## src/sv/ncx_pkg.sv

```systemverilog
// ----------------------------------------------------------------------------
// ncx_pkg
// shared types and constants of the nibble cpu execute unit
// ----------------------------------------------------------------------------
package ncx_pkg;

  localparam int NUM_REGS   = 16;
  localparam int REG_W      = 8;
  localparam int NIB_W      = 4;
  localparam int KIND_W     = 2;
  localparam int IN_DATA_W  = 16;
  localparam int OUT_DATA_W = 24;
  localparam int OUT_USER_W = 8;

  localparam logic [NIB_W-1:0] ACC_REG   = 4'h0;
  localparam logic [NIB_W-1:0] COUNT_REG = 4'hd;
  localparam logic [NIB_W-1:0] FLAG_REG  = 4'he;
  localparam logic [NIB_W-1:0] ZERO_REG  = 4'hf;

  localparam logic [REG_W-1:0] FLAG_RESET = 8'h03;
  localparam logic [REG_W-1:0] FLAG_KEEP  = 8'hc0;

  typedef enum logic [NIB_W-1:0] {
    OP_STOP   = 4'h0,
    OP_WRITE  = 4'h1,
    OP_COPY   = 4'h2,
    OP_SWAP   = 4'h3,
    OP_ALU    = 4'h4,
    OP_CMP    = 4'h5,
    OP_JUMP   = 4'h8,
    OP_BRANCH = 4'h9,
    OP_RET    = 4'ha,
    OP_COUNT  = 4'hb
  } op_t;

  typedef enum logic [NIB_W-1:0] {
    ALU_ADD  = 4'h0,
    ALU_SUB  = 4'h1,
    ALU_INC  = 4'h2,
    ALU_DEC  = 4'h3,
    ALU_NOT  = 4'h4,
    ALU_OR   = 4'h5,
    ALU_AND  = 4'h6,
    ALU_XOR  = 4'h7,
    ALU_SHL  = 4'h8,
    ALU_SHR  = 4'h9,
    ALU_ROL  = 4'ha,
    ALU_ROR  = 4'hb,
    ALU_NEG  = 4'hc,
    ALU_ISZ  = 4'hd,
    ALU_LOG  = 4'he,
    ALU_PASS = 4'hf
  } alu_mode_t;

  typedef enum logic [KIND_W-1:0] {
    RDR_NONE   = 2'd0,
    RDR_JUMP   = 2'd1,
    RDR_BRANCH = 2'd2,
    RDR_RETURN = 2'd3
  } rdr_kind_t;

  typedef struct packed {
    logic [NIB_W-1:0] op;
    logic [NIB_W-1:0] arg_first;
    logic [NIB_W-1:0] arg_second;
    logic [NIB_W-1:0] arg_third;
  } instr_t;

  // one register file write port
  typedef struct packed {
    logic             en;
    logic [NIB_W-1:0] addr;
    logic [REG_W-1:0] data;
  } wr_t;

  // result fields produced directly by the execute logic
  typedef struct packed {
    logic             halted;
    rdr_kind_t        kind;
    logic [REG_W-1:0] target;
  } ctl_t;

endpackage

```

## src/sv/ncx_alu.sv

```systemverilog
// ----------------------------------------------------------------------------
// ncx_alu
// sixteen-mode alu on r0 and r1 with flag generation
// ----------------------------------------------------------------------------
module ncx_alu
  import ncx_pkg::*;
(
  input  logic [NIB_W-1:0] mode,
  input  logic [REG_W-1:0] a,
  input  logic [REG_W-1:0] b,
  input  logic [REG_W-1:0] flags_old,
  output logic [REG_W-1:0] res,
  output logic [REG_W-1:0] flags_new
);

  logic [REG_W:0]   sum;
  logic             loss;
  logic [REG_W-1:0] msb_idx;

  assign sum = {1'b0, a} + {1'b0, b};

  // index of the highest set bit, all ones for zero
  always_comb begin
    msb_idx = '1;
    for (int i = 0; i < REG_W; i++) begin
      if (a[i]) msb_idx = REG_W'(i);
    end
  end

  always_comb begin
    loss = 1'b0;
    case (alu_mode_t'(mode))
      ALU_ADD: begin
        res  = sum[REG_W-1:0];
        loss = sum[REG_W];
      end
      ALU_SUB: begin
        // loss keeps the carry of the add
        res  = a - b;
        loss = sum[REG_W];
      end
      ALU_INC: res = a + 8'h01;
      ALU_DEC: res = a - 8'h01;
      ALU_NOT: res = ~a;
      ALU_OR:  res = a | b;
      ALU_AND: res = a & b;
      ALU_XOR: res = a ^ b;
      ALU_SHL: begin
        res  = {a[REG_W-2:0], 1'b0};
        loss = a[REG_W-1];
      end
      ALU_SHR: begin
        res  = {1'b0, a[REG_W-1:1]};
        loss = a[0];
      end
      ALU_ROL: res = {a[REG_W-2:0], a[REG_W-1]};
      ALU_ROR: res = {a[0], a[REG_W-1:1]};
      ALU_NEG: res = 8'h00 - a;
      ALU_ISZ: res = {{(REG_W-1){1'b0}}, (a == '0)};
      ALU_LOG: begin
        res  = msb_idx;
        loss = (a == '0);
      end
      default: res = a;
    endcase
  end

  // true, zero, negative, positive, odd, loss; top two bits kept
  assign flags_new = (flags_old & FLAG_KEEP)
                   | {2'b00, loss, res[0],
                      (res != '0) && !res[REG_W-1],
                      res[REG_W-1], (res == '0), 1'b1};

endmodule

```

## src/sv/ncx_regfile.sv

```systemverilog
// ----------------------------------------------------------------------------
// ncx_regfile
// 16 x 8 register file with two write ports; r15 always reads zero
// ----------------------------------------------------------------------------
module ncx_regfile
  import ncx_pkg::*;
(
  input  logic             clk,
  input  logic             rst,
  input  logic             commit,
  input  wr_t              wa,
  input  wr_t              wb,
  input  logic [NIB_W-1:0] rd_x_addr,
  input  logic [NIB_W-1:0] rd_y_addr,
  output logic [REG_W-1:0] rd_x,
  output logic [REG_W-1:0] rd_y,
  output logic [REG_W-1:0] r0,
  output logic [REG_W-1:0] r1,
  output logic [REG_W-1:0] r13,
  output logic [REG_W-1:0] r14,
  output logic [REG_W-1:0] r0_next,
  output logic [REG_W-1:0] r14_next
);

  logic [REG_W-1:0] rf      [NUM_REGS];
  logic [REG_W-1:0] rf_next [NUM_REGS];

  always_comb begin
    for (int i = 0; i < NUM_REGS; i++) begin
      rf_next[i] = rf[i];
      if (wa.en && wa.addr == NIB_W'(i)) rf_next[i] = wa.data;
      if (wb.en && wb.addr == NIB_W'(i)) rf_next[i] = wb.data;
    end
    // r15 is cleared at the end of every instruction
    rf_next[ZERO_REG] = '0;
  end

  always_ff @(posedge clk) begin
    if (rst) begin
      for (int i = 0; i < NUM_REGS; i++) rf[i] <= '0;
      rf[FLAG_REG] <= FLAG_RESET;
    end else if (commit) begin
      for (int i = 0; i < NUM_REGS; i++) rf[i] <= rf_next[i];
    end
  end

  assign rd_x     = rf[rd_x_addr];
  assign rd_y     = rf[rd_y_addr];
  assign r0       = rf[ACC_REG];
  assign r1       = rf[1];
  assign r13      = rf[COUNT_REG];
  assign r14      = rf[FLAG_REG];
  assign r0_next  = rf_next[ACC_REG];
  assign r14_next = rf_next[FLAG_REG];

endmodule

```

## src/sv/ncx_exec.sv

```systemverilog
// ----------------------------------------------------------------------------
// ncx_exec
// instruction decode: register writes, alu use and redirect decision
// ----------------------------------------------------------------------------
module ncx_exec
  import ncx_pkg::*;
(
  input  instr_t           instr,
  input  logic [REG_W-1:0] rd_x,
  input  logic [REG_W-1:0] rd_y,
  input  logic [REG_W-1:0] r0,
  input  logic [REG_W-1:0] r1,
  input  logic [REG_W-1:0] r13,
  input  logic [REG_W-1:0] r14,
  output wr_t              wa,
  output wr_t              wb,
  output ctl_t             ctl
);

  logic [REG_W-1:0] alu_res;
  logic [REG_W-1:0] alu_flags;
  logic [REG_W-1:0] cnt_dec;
  logic             cond;

  ncx_alu u_alu (
    .mode      (instr.arg_first),
    .a         (r0),
    .b         (r1),
    .flags_old (r14),
    .res       (alu_res),
    .flags_new (alu_flags)
  );

  // selected flag differs from the invert bit
  assign cond    = r14[instr.arg_first[2:0]] != instr.arg_first[3];
  assign cnt_dec = r13 - 8'h01;

  always_comb begin
    wa  = '0;
    wb  = '0;
    ctl = '{halted: 1'b0, kind: RDR_NONE, target: '0};
    case (op_t'(instr.op))
      OP_STOP:  ctl.halted = 1'b1;
      OP_WRITE: wa = '{en: 1'b1, addr: instr.arg_first,
                       data: {instr.arg_second, instr.arg_third}};
      OP_COPY:  wa = '{en: 1'b1, addr: instr.arg_second, data: rd_x};
      OP_SWAP: begin
        wa = '{en: 1'b1, addr: instr.arg_first,  data: rd_y};
        wb = '{en: 1'b1, addr: instr.arg_second, data: rd_x};
      end
      OP_ALU: begin
        wa = '{en: 1'b1, addr: ACC_REG,  data: alu_res};
        wb = '{en: 1'b1, addr: FLAG_REG, data: alu_flags};
      end
      OP_CMP:   wb = '{en: 1'b1, addr: FLAG_REG, data: alu_flags};
      OP_JUMP: begin
        if (cond) begin
          ctl.kind   = RDR_JUMP;
          ctl.target = {instr.arg_second, instr.arg_third};
        end
      end
      OP_BRANCH: begin
        if (cond) begin
          ctl.kind   = RDR_BRANCH;
          ctl.target = {instr.arg_second, instr.arg_third};
        end
      end
      OP_RET:   ctl.kind = RDR_RETURN;
      OP_COUNT: begin
        wa = '{en: 1'b1, addr: COUNT_REG, data: cnt_dec};
        if (cnt_dec != '0) begin
          ctl.kind   = RDR_JUMP;
          ctl.target = {instr.arg_first, instr.arg_second};
        end
      end
      default: ;
    endcase
  end

endmodule

```

## src/sv/nibble_cpu_execute_unit.sv

```systemverilog
// ----------------------------------------------------------------------------
// nibble_cpu_execute_unit
// executes one decoded nibble instruction per transfer on a 16 x 8 file
// ----------------------------------------------------------------------------
// usage
//   slave channel s_*: one decoded instruction per transfer, tdata holds
//   op, arg_first, arg_second, arg_third as four nibbles from the low end
//   master channel m_*: one result per instruction; tuser carries halted
//   and the redirect kind, tdata the target, r14 and r0 after the instruction
//   path: an instruction goes through the input register, then the execute
//   logic settles its result into the result register
//   throughput: one instruction per cycle without stalls; the execute step
//   reads the file, goes through the alu and writes the file back in the same
//   cycle, so each instruction sees the state left by the one before it
//   a stalled receiver holds the result register; the input register keeps
//   one more instruction and s_tready drops only when both are full
//   reset: synchronous, clears both valid flags and loads the register file
//   with zeros except the flag register r14, which starts at 0x03
//   the file changes only when an instruction moves into the result register
// ----------------------------------------------------------------------------
module nibble_cpu_execute_unit
  import ncx_pkg::*;
(
  input  logic                  clk,
  input  logic                  rst,
  input  logic                  s_tvalid,
  output logic                  s_tready,
  // op, arg_first, arg_second, arg_third
  input  logic [IN_DATA_W-1:0]  s_tdata,
  output logic                  m_tvalid,
  input  logic                  m_tready,
  // redirect_target, flags_now, accumulator_now
  output logic [OUT_DATA_W-1:0] m_tdata,
  // halted, redirect_kind, zero fill
  output logic [OUT_USER_W-1:0] m_tuser
);

  instr_t           instr;
  logic             in_valid;
  logic             advance;

  wr_t              wa;
  wr_t              wb;
  ctl_t             ctl;
  logic [REG_W-1:0] rd_x;
  logic [REG_W-1:0] rd_y;
  logic [REG_W-1:0] r0;
  logic [REG_W-1:0] r1;
  logic [REG_W-1:0] r13;
  logic [REG_W-1:0] r14;
  logic [REG_W-1:0] r0_next;
  logic [REG_W-1:0] r14_next;

  // instruction leaves the input register when the result slot is free
  assign advance  = in_valid && (!m_tvalid || m_tready);
  assign s_tready = !in_valid || advance;

  // input register
  always_ff @(posedge clk) begin
    if (rst) begin
      in_valid <= 1'b0;
    end else if (s_tready) begin
      in_valid <= s_tvalid;
    end
  end

  always_ff @(posedge clk) begin
    if (s_tvalid && s_tready) begin
      instr <= '{op:         s_tdata[3:0],
                 arg_first:  s_tdata[7:4],
                 arg_second: s_tdata[11:8],
                 arg_third:  s_tdata[15:12]};
    end
  end

  ncx_regfile u_regfile (
    .clk       (clk),
    .rst       (rst),
    .commit    (advance),
    .wa        (wa),
    .wb        (wb),
    .rd_x_addr (instr.arg_first),
    .rd_y_addr (instr.arg_second),
    .rd_x      (rd_x),
    .rd_y      (rd_y),
    .r0        (r0),
    .r1        (r1),
    .r13       (r13),
    .r14       (r14),
    .r0_next   (r0_next),
    .r14_next  (r14_next)
  );

  ncx_exec u_exec (
    .instr (instr),
    .rd_x  (rd_x),
    .rd_y  (rd_y),
    .r0    (r0),
    .r1    (r1),
    .r13   (r13),
    .r14   (r14),
    .wa    (wa),
    .wb    (wb),
    .ctl   (ctl)
  );

  // result register
  always_ff @(posedge clk) begin
    if (rst) begin
      m_tvalid <= 1'b0;
    end else if (advance) begin
      m_tvalid <= 1'b1;
    end else if (m_tready) begin
      m_tvalid <= 1'b0;
    end
  end

  always_ff @(posedge clk) begin
    if (advance) begin
      m_tdata <= {r0_next, r14_next, ctl.target};
      m_tuser <= {{(OUT_USER_W-1-KIND_W){1'b0}}, ctl.kind, ctl.halted};
    end
  end

endmodule

```

## config.mk

```make
export PLATFORM = sky130hd
export DESIGN_NAME = nibble_cpu_execute_unit
export DESIGN_NICKNAME = d
export VERILOG_FILES = /design/src/sv/ncx_pkg.sv /design/src/sv/ncx_alu.sv /design/src/sv/ncx_regfile.sv /design/src/sv/ncx_exec.sv /design/src/sv/nibble_cpu_execute_unit.sv
export SDC_FILE = /design/constraint.sdc
export NUM_CORES = 1
export LEC_CHECK = 0
export CAP_MARGIN = 10
export CORE_AREA = 2 2 175 177
export DETAILED_ROUTE_END_ITERATION = 8
export DIE_AREA = 0 0 177 179
export DONT_BUFFER_PORTS = 1
export PLACE_DENSITY = 0.7
export SLEW_MARGIN = 20
export SYNTH_ARGS = -nofsm -noshare
export SYNTH_HDL_FRONTEND = slang
export SYNTH_HIERARCHICAL = 1
export SYNTH_SLANG_ARGS = --single-unit
```

## constraint.sdc

```tcl
create_clock -name clk -period 4.1 [get_ports clk]
set_clock_uncertainty 0.1 [all_clocks]
set_input_delay 0.615 -clock clk [delete_from_list [all_inputs] [get_ports clk]]
set_output_delay 0.615 -clock clk [all_outputs]
set_load 0.05 [all_outputs]
```

==> results of run 1 <==
[report_power, final]
part           internal (uW)  leakage [uW]  switching (uW)
combinational            438       0.00329             657
clock                    912      0.000290             720
sequential              1950       0.00166             131
[layout by cell type, fill, tap and decap left out, types with 9 or more instances in the layout]
cell type    n
a211oi_1    18
a21o_1      15
a21oi_1     60
a21oi_2     12
a221oi_1    11
a22o_1      12
a22oi_1     12
a32o_1       9
buf_4       96
clkbuf_16   17
edfxtp_1   163
ha_1        27
inv_1       42
mux2i_1    134
mux4_2      49
nand2_1     67
nand2b_1    19
nand3_1     30
nor2_1     145
nor2_2       9
nor2b_1     19
nor3_1      18
o211ai_1     9
o21ai_0     46
o21ai_1      9
o221ai_1     9
or3_1        9
[sequential cells by signal, summed over array words and instances, names as in the netlist]
signal / cells
m_tuser: 3
m_tdata: 24
u_regfile/rf: 120
m_tvalid: 1
instr: 16
in_valid: 1
[critical path, cell delays in order (launching register included)]
cell	delay (ps)
edfxtp_1	430
nor2_4	160
nand2_4	90
nor2_4	170
buf_6	140
buf_4	100
a21oi_1	40
ha_1	350
buf_4	150
o2111ai_1	120
nand3_2	210
a2111oi_1	400
or3_1	180
o21ai_2	90
and2_1	180
a221o_2	470
buf_12	180
mux2i_1	130
nor2_1	70
[final timing paths]
path,slack [ps],from,cells past startpoint,to
min reg2reg,400,in_valid,2,m_tvalid
min,130,rst,1,in_valid
max,60,instr[10],18,u_regfile/rf[6][7]
max reg2reg,60,instr[10],18,u_regfile/rf[6][7]
[through the flow]
step | instances | hold WS, ps | power, uW | setup slack [ps]
final | 1661 | 131 | 4810 | 58.5
after detailed placement | 1616 | 389 | 3120 | -36.6
after CTS | 1649 | 112 | 4750 | 5.84
after global placement | 1616 | 376 | 3110 | 20.0
after floorplan | 1260 | 361 | 2820 | 3.19
after global routing | 1661 | 123 | 4960 | -80.2
[kinds of logic (layout without fill, tap and decap cells)]
kind of cell,Yosys count,in the layout,synth area share
AO/OA/AOI/OAI,285,285,0.152
XOR/XNOR,17,17,0.0130
adder cells (fa/ha/maj),32,32,0.0322
buffers and inverters,174,179,0.0676
flip-flops,165,165,0.383
multiplexers,192,192,0.200
other,2,6,0.000582
AND/OR/NAND/NOR,389,389,0.152
[area by class of cell]
cell class | count | area (um^2) | share of cell area
sequential | 165 | 4930 | 0.344
multi-input combinational | 921 | 7330 | 0.511
inverter | 43 | 161 | 0.0112
tap | 396 | 495 | 0.0345
timing repair buffer | 104 | 837 | 0.0583
clock buffer | 17 | 425 | 0.0296
clock inverter | 15 | 163 | 0.0113
[layer usage]
layer / up-vias / GRT usage / share of wire
li1: 4711 / - / -
met1: 5366 / 0.351 / 0.39
met2: 653 / 0.436 / 0.47
met3: 153 / 0.0526 / 0.089
met4: 2 / 0.114 / 0.050
met5: - / 0 / 0.00030
[repair_timing]
item | in CTS | in global routing
resized for setup | 4 | 44
setup buffers | 1 | 12
endpoints found under the setup margin | 2 | 93
pin swaps | 1 | 27
==> summary.md, run 1 <==
| Metric | Value |
|---|---|
| Yosys reg bits | 165 |
| CP endpoint kind | register |
| Drt pass-1 iters | 6 |
| Drc violations | 0 |
| MaxCap Viol Count | 0 |
| Total power divided by cell area | 335 nW/um^2 |
| Worst Path Arrival | roughly 4100 ps |
| CTS Buffer Depth | 2 |
| Clock latency on the worst-skew pair | 440 ps |
| IO Pins | 54 |
| Die Y | ~180 um |
| Lkg Pwr | roughly 0.0052 uW |
| Final Hold Fails | 0 |
| Setup TNS Final | 0 ps |
| Seq/Total Area, Yosys | 0.383 |
| Worst-Margin Slew | 1050 ps |
| Post-Syn Instances | 1256 |
| Placed Instance Area | 13400 um^2 |
| Hold buffers post-CTS | 0 |
| Core area | 30000 um^2 |
| Vias in the first global route | 10200 |
| N_diodes | 0 |
| Largest net degree at the start of global routing | between 70 and 80 |
| Final period utilization | 0.986 |
| CTS sink cnt | 165 |
| H-tree depth | 4 |
| Share of cells above drive strength 1 | 0.210 |
| Initial antenna violation count | 2 |
| Netlist Area Pre-Place | 12900 um^2 |
| Synth top area share | 0.380 |
| Type of the worst setup path | reg2reg |
| Setup violations, final | 0 |
| CTS clk-pin slew, worst paths | 70 ps |
| Initial core utilization | 0.430 |
| Final instance area | ~14000 um^2 |
| Most common cell in the netlist | edfxtp_1 |
| Fin util | 0.478 |
| P&R area growth vs syn | 11.3% |
| Post-synthesis average cell area | 10.3 um^2 |
| EDFF count, synth | 163 |
| Die Wd | 177 um |
| Total GRT Usage | 0.269 |
| Synth warnings | 6 |
| Hold crit path type | in2reg |
| Placement Rows | 64 |
| First-pass GRT wire length | ~63 mm |
| Final min period | ~4000 ps |
| Die area | 31700 um^2 |
| Via count | 10900 |
| Post-Route WL | 42.8 mm |
| Synth top cells by count | 163 x edfxtp_1, 149 x nor2_1, 135 x mux2i_1 |
| Worst Path Required | roughly 4200 ps |
| Overflow after GRT | 0 |
| First DRT Iteration DRCs | 1367 |
| Crit-path max FO | 11 |
| Cell taking the most area after synthesis | edfxtp_1 |
| Number of nets with antenna violations after routing | 0 |
| Synth top area cells | edfxtp_1 38%, mux2i_1 10%, mux4_2 8.6% |
| Final #Nets | 1304 |
| Top_reg_cell synth | edfxtp_1 |
| Via density | roughly 6.6 |
| Final HPWL DP | 30.5 mm |
| Cell variety after synth | 85 |
| Layout fillers | around 2700 |
| Max-slew headroom | 0.300 |
| VDD IR-drop max | 0.309 mV |
| FMAX | 247 MHz |
| Startpoint Class | register |
| Status | completed |
| PortBufs | 0 |
| GPL Wtd Cong | 1.02 |
| Clock root buffer | clkbuf_16 |
| TritonCTS clock tree | done |
| Routed len/inst | ~26 um |
| Asr flop ratio synth | 0 |
| CTS Buf Count | 17 |
| RSZ-0062 raised after global routing | true |
| Slew Limit Fails | 0 |
Note: power is estimated with default switching activity, not from simulation.
==> run 2, diff against run 1 <==
--- a/config.mk
+++ b/config.mk
@@ -6,13 +6,12 @@
 export NUM_CORES = 1
 export LEC_CHECK = 0
 export CAP_MARGIN = 10
-export CORE_AREA = 2 2 175 177
+export CORE_AREA = 2 2 172 174
 export DETAILED_ROUTE_END_ITERATION = 8
-export DIE_AREA = 0 0 177 179
+export DIE_AREA = 0 0 174 176
 export DONT_BUFFER_PORTS = 1
-export PLACE_DENSITY = 0.7
+export PLACE_DENSITY = 0.68
 export SLEW_MARGIN = 20
 export SYNTH_ARGS = -nofsm -noshare
 export SYNTH_HDL_FRONTEND = slang
-export SYNTH_HIERARCHICAL = 1
 export SYNTH_SLANG_ARGS = --single-unit
==> constraint.sdc (replaced) <==
create_clock -name clk -period 5.1 [get_ports clk]
set_clock_uncertainty 0.1 [all_clocks]
set_input_delay 0.765 -clock clk [delete_from_list [all_inputs] [get_ports clk]]
set_output_delay 0.765 -clock clk [all_outputs]
set_load 0.05 [all_outputs]
==> run 2 against run 1 <==
Compared with the run above: clock power is 15% lower; combinational power fell by 28%; maximum frequency shrank 9.1%; final cell count shrank 4.1%; critical path type unchanged; critical endpoint is now u_regfile.rf[0][7].
==> summary.md, run 2 <==
| Metric | Value |
|---|---|
| Yosys reg bits | 173 (+4.8%) |
| Clock root buffer | clkbuf_16 |
| Hold crit path type | in2reg |
| Synth Area in Compound Gates | 0.181 (+0.0284) |
| Most frequent cells in the layout | 190 x nor2_1, 163 x edfxtp_1, 108 x a211oi_1 |
| Final Hold Fails | 0 (unchanged) |
| Die Y | 176 um (-1.7%) |
| Initial core utilization | 0.439 (+0.00901) |
| Synth warnings | 0 (-6) |
| Final HPWL DP | 30.2 mm (-0.82%) |
| GPL Wtd Cong | 1.03 (+1.0%) |
| Die Wd | 174 um (-1.7%) |
| Slew Limit Fails | 0 (unchanged) |
| N_diodes | 0 (unchanged) |
| Final std cells w/o fill | 1593 (-4.1%) |
| MaxCap Viol Count | 0 (unchanged) |
| Synth top area share | 0.391 (+0.0115) |
| Number of nets with antenna violations after routing | 0 (unchanged) |
| Post-Syn Instances | 1238 (-1.4%) |
| CP top delay family | compound AO/OA/AOI/OAI gates |
| Biggest register | u_regfile.rf |
| Placed Instance Area | 12900 um^2 (-3.9%) |
| RSZ-0062 raised after global routing | false |
| PortBufs | 0 (unchanged) |
| Die area | 30600 um^2 (-3.3%) |
| Worst-Margin Slew | 1060 ps (+5.79 ps) |
| Most Frequent Cell on Critical Path | nor2_1 |
| Final instance area | 13500 um^2 (-5.7%) |
| Most common cell in the netlist | nor2_1 |
| Setup TNS Final | 0 ps (unchanged) |
| Max-slew headroom | 0.296 (-0.00386) |
| Mux contribution to synthesized area | 0.154 (-0.0456) |
| Initial antenna violation count | 0 (-2) |
| Via density | 6.85 (+4.6%) |
| CTS Buffer Depth | 2 (unchanged) |
| First DRT Iteration DRCs | 1845 (+35%) |
| Largest net degree at the start of global routing | 60 (-21%) |
| H-tree depth | 4 (unchanged) |
| VDD IR-drop max | 0.228 mV (-26%) |
| Post-Place Cells | 1561 (-3.4%) |
| EDFF count, synth | 163 (unchanged) |
| Setup violations, final | 0 (unchanged) |
| FMAX | 225 MHz (-9.1%) |
| Post-synthesis xor/xnor area fraction | 0.00770 (-0.00530) |
| Final period utilization | 0.871 (-0.114) |
| Worst path cell trace | nor2_1 > buf_4 > nand2_1 > nor2_1 > a21oi_1 > ha_1 > or4_1 > o21ai_0 > a221oi_1 > a211oi_1 > a31oi_1 > o21bai_1 > a21oi_2 > o211ai_1 |
| Post-synthesis average cell area | 10.1 um^2 (-1.5%) |
| Worst Path Arrival | 4510 ps (+400 ps) |
| Asr flop ratio synth | 0 (unchanged) |
| Core area | 28500 um^2 (-4.9%) |
| Synth top cells by count | 190 x nor2_1, 163 x edfxtp_1, 108 x a211oi_1 |
| CP max stage delay | 690 ps (+220 ps) |
| Hold buffers post-CTS | 0 (unchanged) |
| Cell taking the most area after synthesis | edfxtp_1 |
| CTS sink cnt | 173 (+4.8%) |
| Lkg Pwr | 0.00460 uW (-12%) |
| Final #Nets | 1248 (-4.3%) |
| Largest family of logic cells by synthesized area | compound AO/OA/AOI/OAI gates |
| Clock latency on the worst-skew pair | 450 ps (about the same) |
| Adder and majority gate portion of the synthesized area | 0.0340 (+0.00178) |
| Post-Route WL | 43.1 mm (+0.61%) |
| CTS Buf Count | 17 (unchanged) |
| Top_reg_cell synth | edfxtp_1 |
| Startpoint Class | register |
| Post-CTS setup buffer count | 0 (-1) |
| Via count | 10900 (+0.32%) |
| First-pass GRT wire length | 63.5 mm (+0.12%) |
| Seq/Total Area, Yosys | 0.407 (+0.0244) |
| P&R area growth vs syn | 8.15% |
| Share of cells above drive strength 1 | 0.142 (-0.0680) |
| CTS clk-pin slew, worst paths | 80 ps (about the same) |
| Status | completed |
| Synth top area cells | edfxtp_1 39%, mux4_2 11%, a211oi_1 6.5% |
| Worst Path Required | 5170 ps (+1000 ps) |
| CTS resizes | 0 (-4) |
| Drc violations | 0 (unchanged) |
| Drt pass-1 iters | 6 (unchanged) |
| IO Pins | 54 (unchanged) |
| Largest regs | u_regfile.rf: 120 flops, m_tdata: 24 flops, instr: 16 flops |
| Overflow after GRT | 0 (unchanged) |
| Placement Rows | 62 (-3.1%) |
| Simple-Gate Fraction of Synth Area | 0.167 (+0.0150) |
| CP endpoint kind | register |
| Max FFs per register | 120 (unchanged) |
| Crit-path max FO | 15 (+4) |
| TritonCTS clock tree | done |
| CP max stage cell | a21oi_2 |
| Netlist Area Pre-Place | 12500 um^2 (-2.9%) |
| Vias in the first global route | 10100 (-0.32%) |
| Type of the worst setup path | reg2reg |
| Routed len/inst | 27.0 um (+4.9%) |
| Commonest non-fill, non-tap cell in the layout | nor2_1 |
| Power Total | 3950 uW (-18%) |
| Total GRT Usage | 0.279 (+0.00995) |
| Final min period | 4440 ps (+403 ps) |
| Cell variety after synth | 75 (-12%) |
| Total power divided by cell area | 292 nW/um^2 (-13%) |
| Buf/Inv on CP | 1 (-3) |
==> run 2: cell count changes in the layout (fill, tap and decap cells not counted), sizes merged, moves of 12 or more <==
| cell | delta |
|---|---|
| nor2 | +32 |
| a211oi | +87 |
| a21oi | -22 |
| o2bb2ai | +17 |
| mux4 | +13 |
| nor3 | +17 |
| o21ai | -14 |
| inv | -12 |
| mux2i | -101 |
| buf | -56 |
==> run 2: cell families after synthesis <==
| kind of cell | after synthesis |
|---|---|
| compound gates | 326 |
| fa+ha+maj | 33 |
| xor+xnor | 11 |
| buf+inv | 144 |
| simple gates | 439 |
| other cells | 1 |
| flops | 173 |
| mux | 111 |
==> run 2: final timing paths <==
path	from	endpoint	slack, ps	depth (start not counted)
max reg2reg	instr[10]	u_regfile.rf[0][7]	660	14
min reg2reg	in_valid	m_tvalid	430	2
max	instr[10]	u_regfile.rf[0][7]	660	14
min	s_tdata[10]	instr[6]	300	0
==> run 2: worst reg2reg max path: cells and delay by family, from the launching register on <==
| kind | cells | cell delay [ps] |
|---|---|---|
| fa+ha+maj | 1 | 380 |
| compound gates | 8 | 1980 |
| buf+inv | 1 | 170 |
| simple gates | 4 | 1150 |
| flops | 1 | 400 |
==> run 2: area by class of cell <==
type / count / area [um^2]
inverter: 31 / 116
tap: 384 / 480
fill: 2670 / 15000
clock buffer: 17 / 425
sequential: 173 / 5100
timing repair buffer: 48 / 373
multi-input combinational: 925 / 6850
clock inverter: 15 / 193
==> run 2: power breakdown <==
part	switching, uW	internal, uW
Combinational	478	309
Clock	668	711
Sequential	148	1640
==> run 2: routing by layer <==
metal,share of wire,track usage
met4,0.051,0.146
met3,0.13,0.0805
met2,0.44,0.423
met5,0.00026,0
met1,0.37,0.363
==> run 2: through the flow <==
step	util	worst slack, ps	hold WS, ps
finish	0.474	656	303
global route	0.474	483	286
CTS	0.474	848	293
detailed placement	0.452	856	424
global placement	0.452	989	404
floorplan	-	1030	387
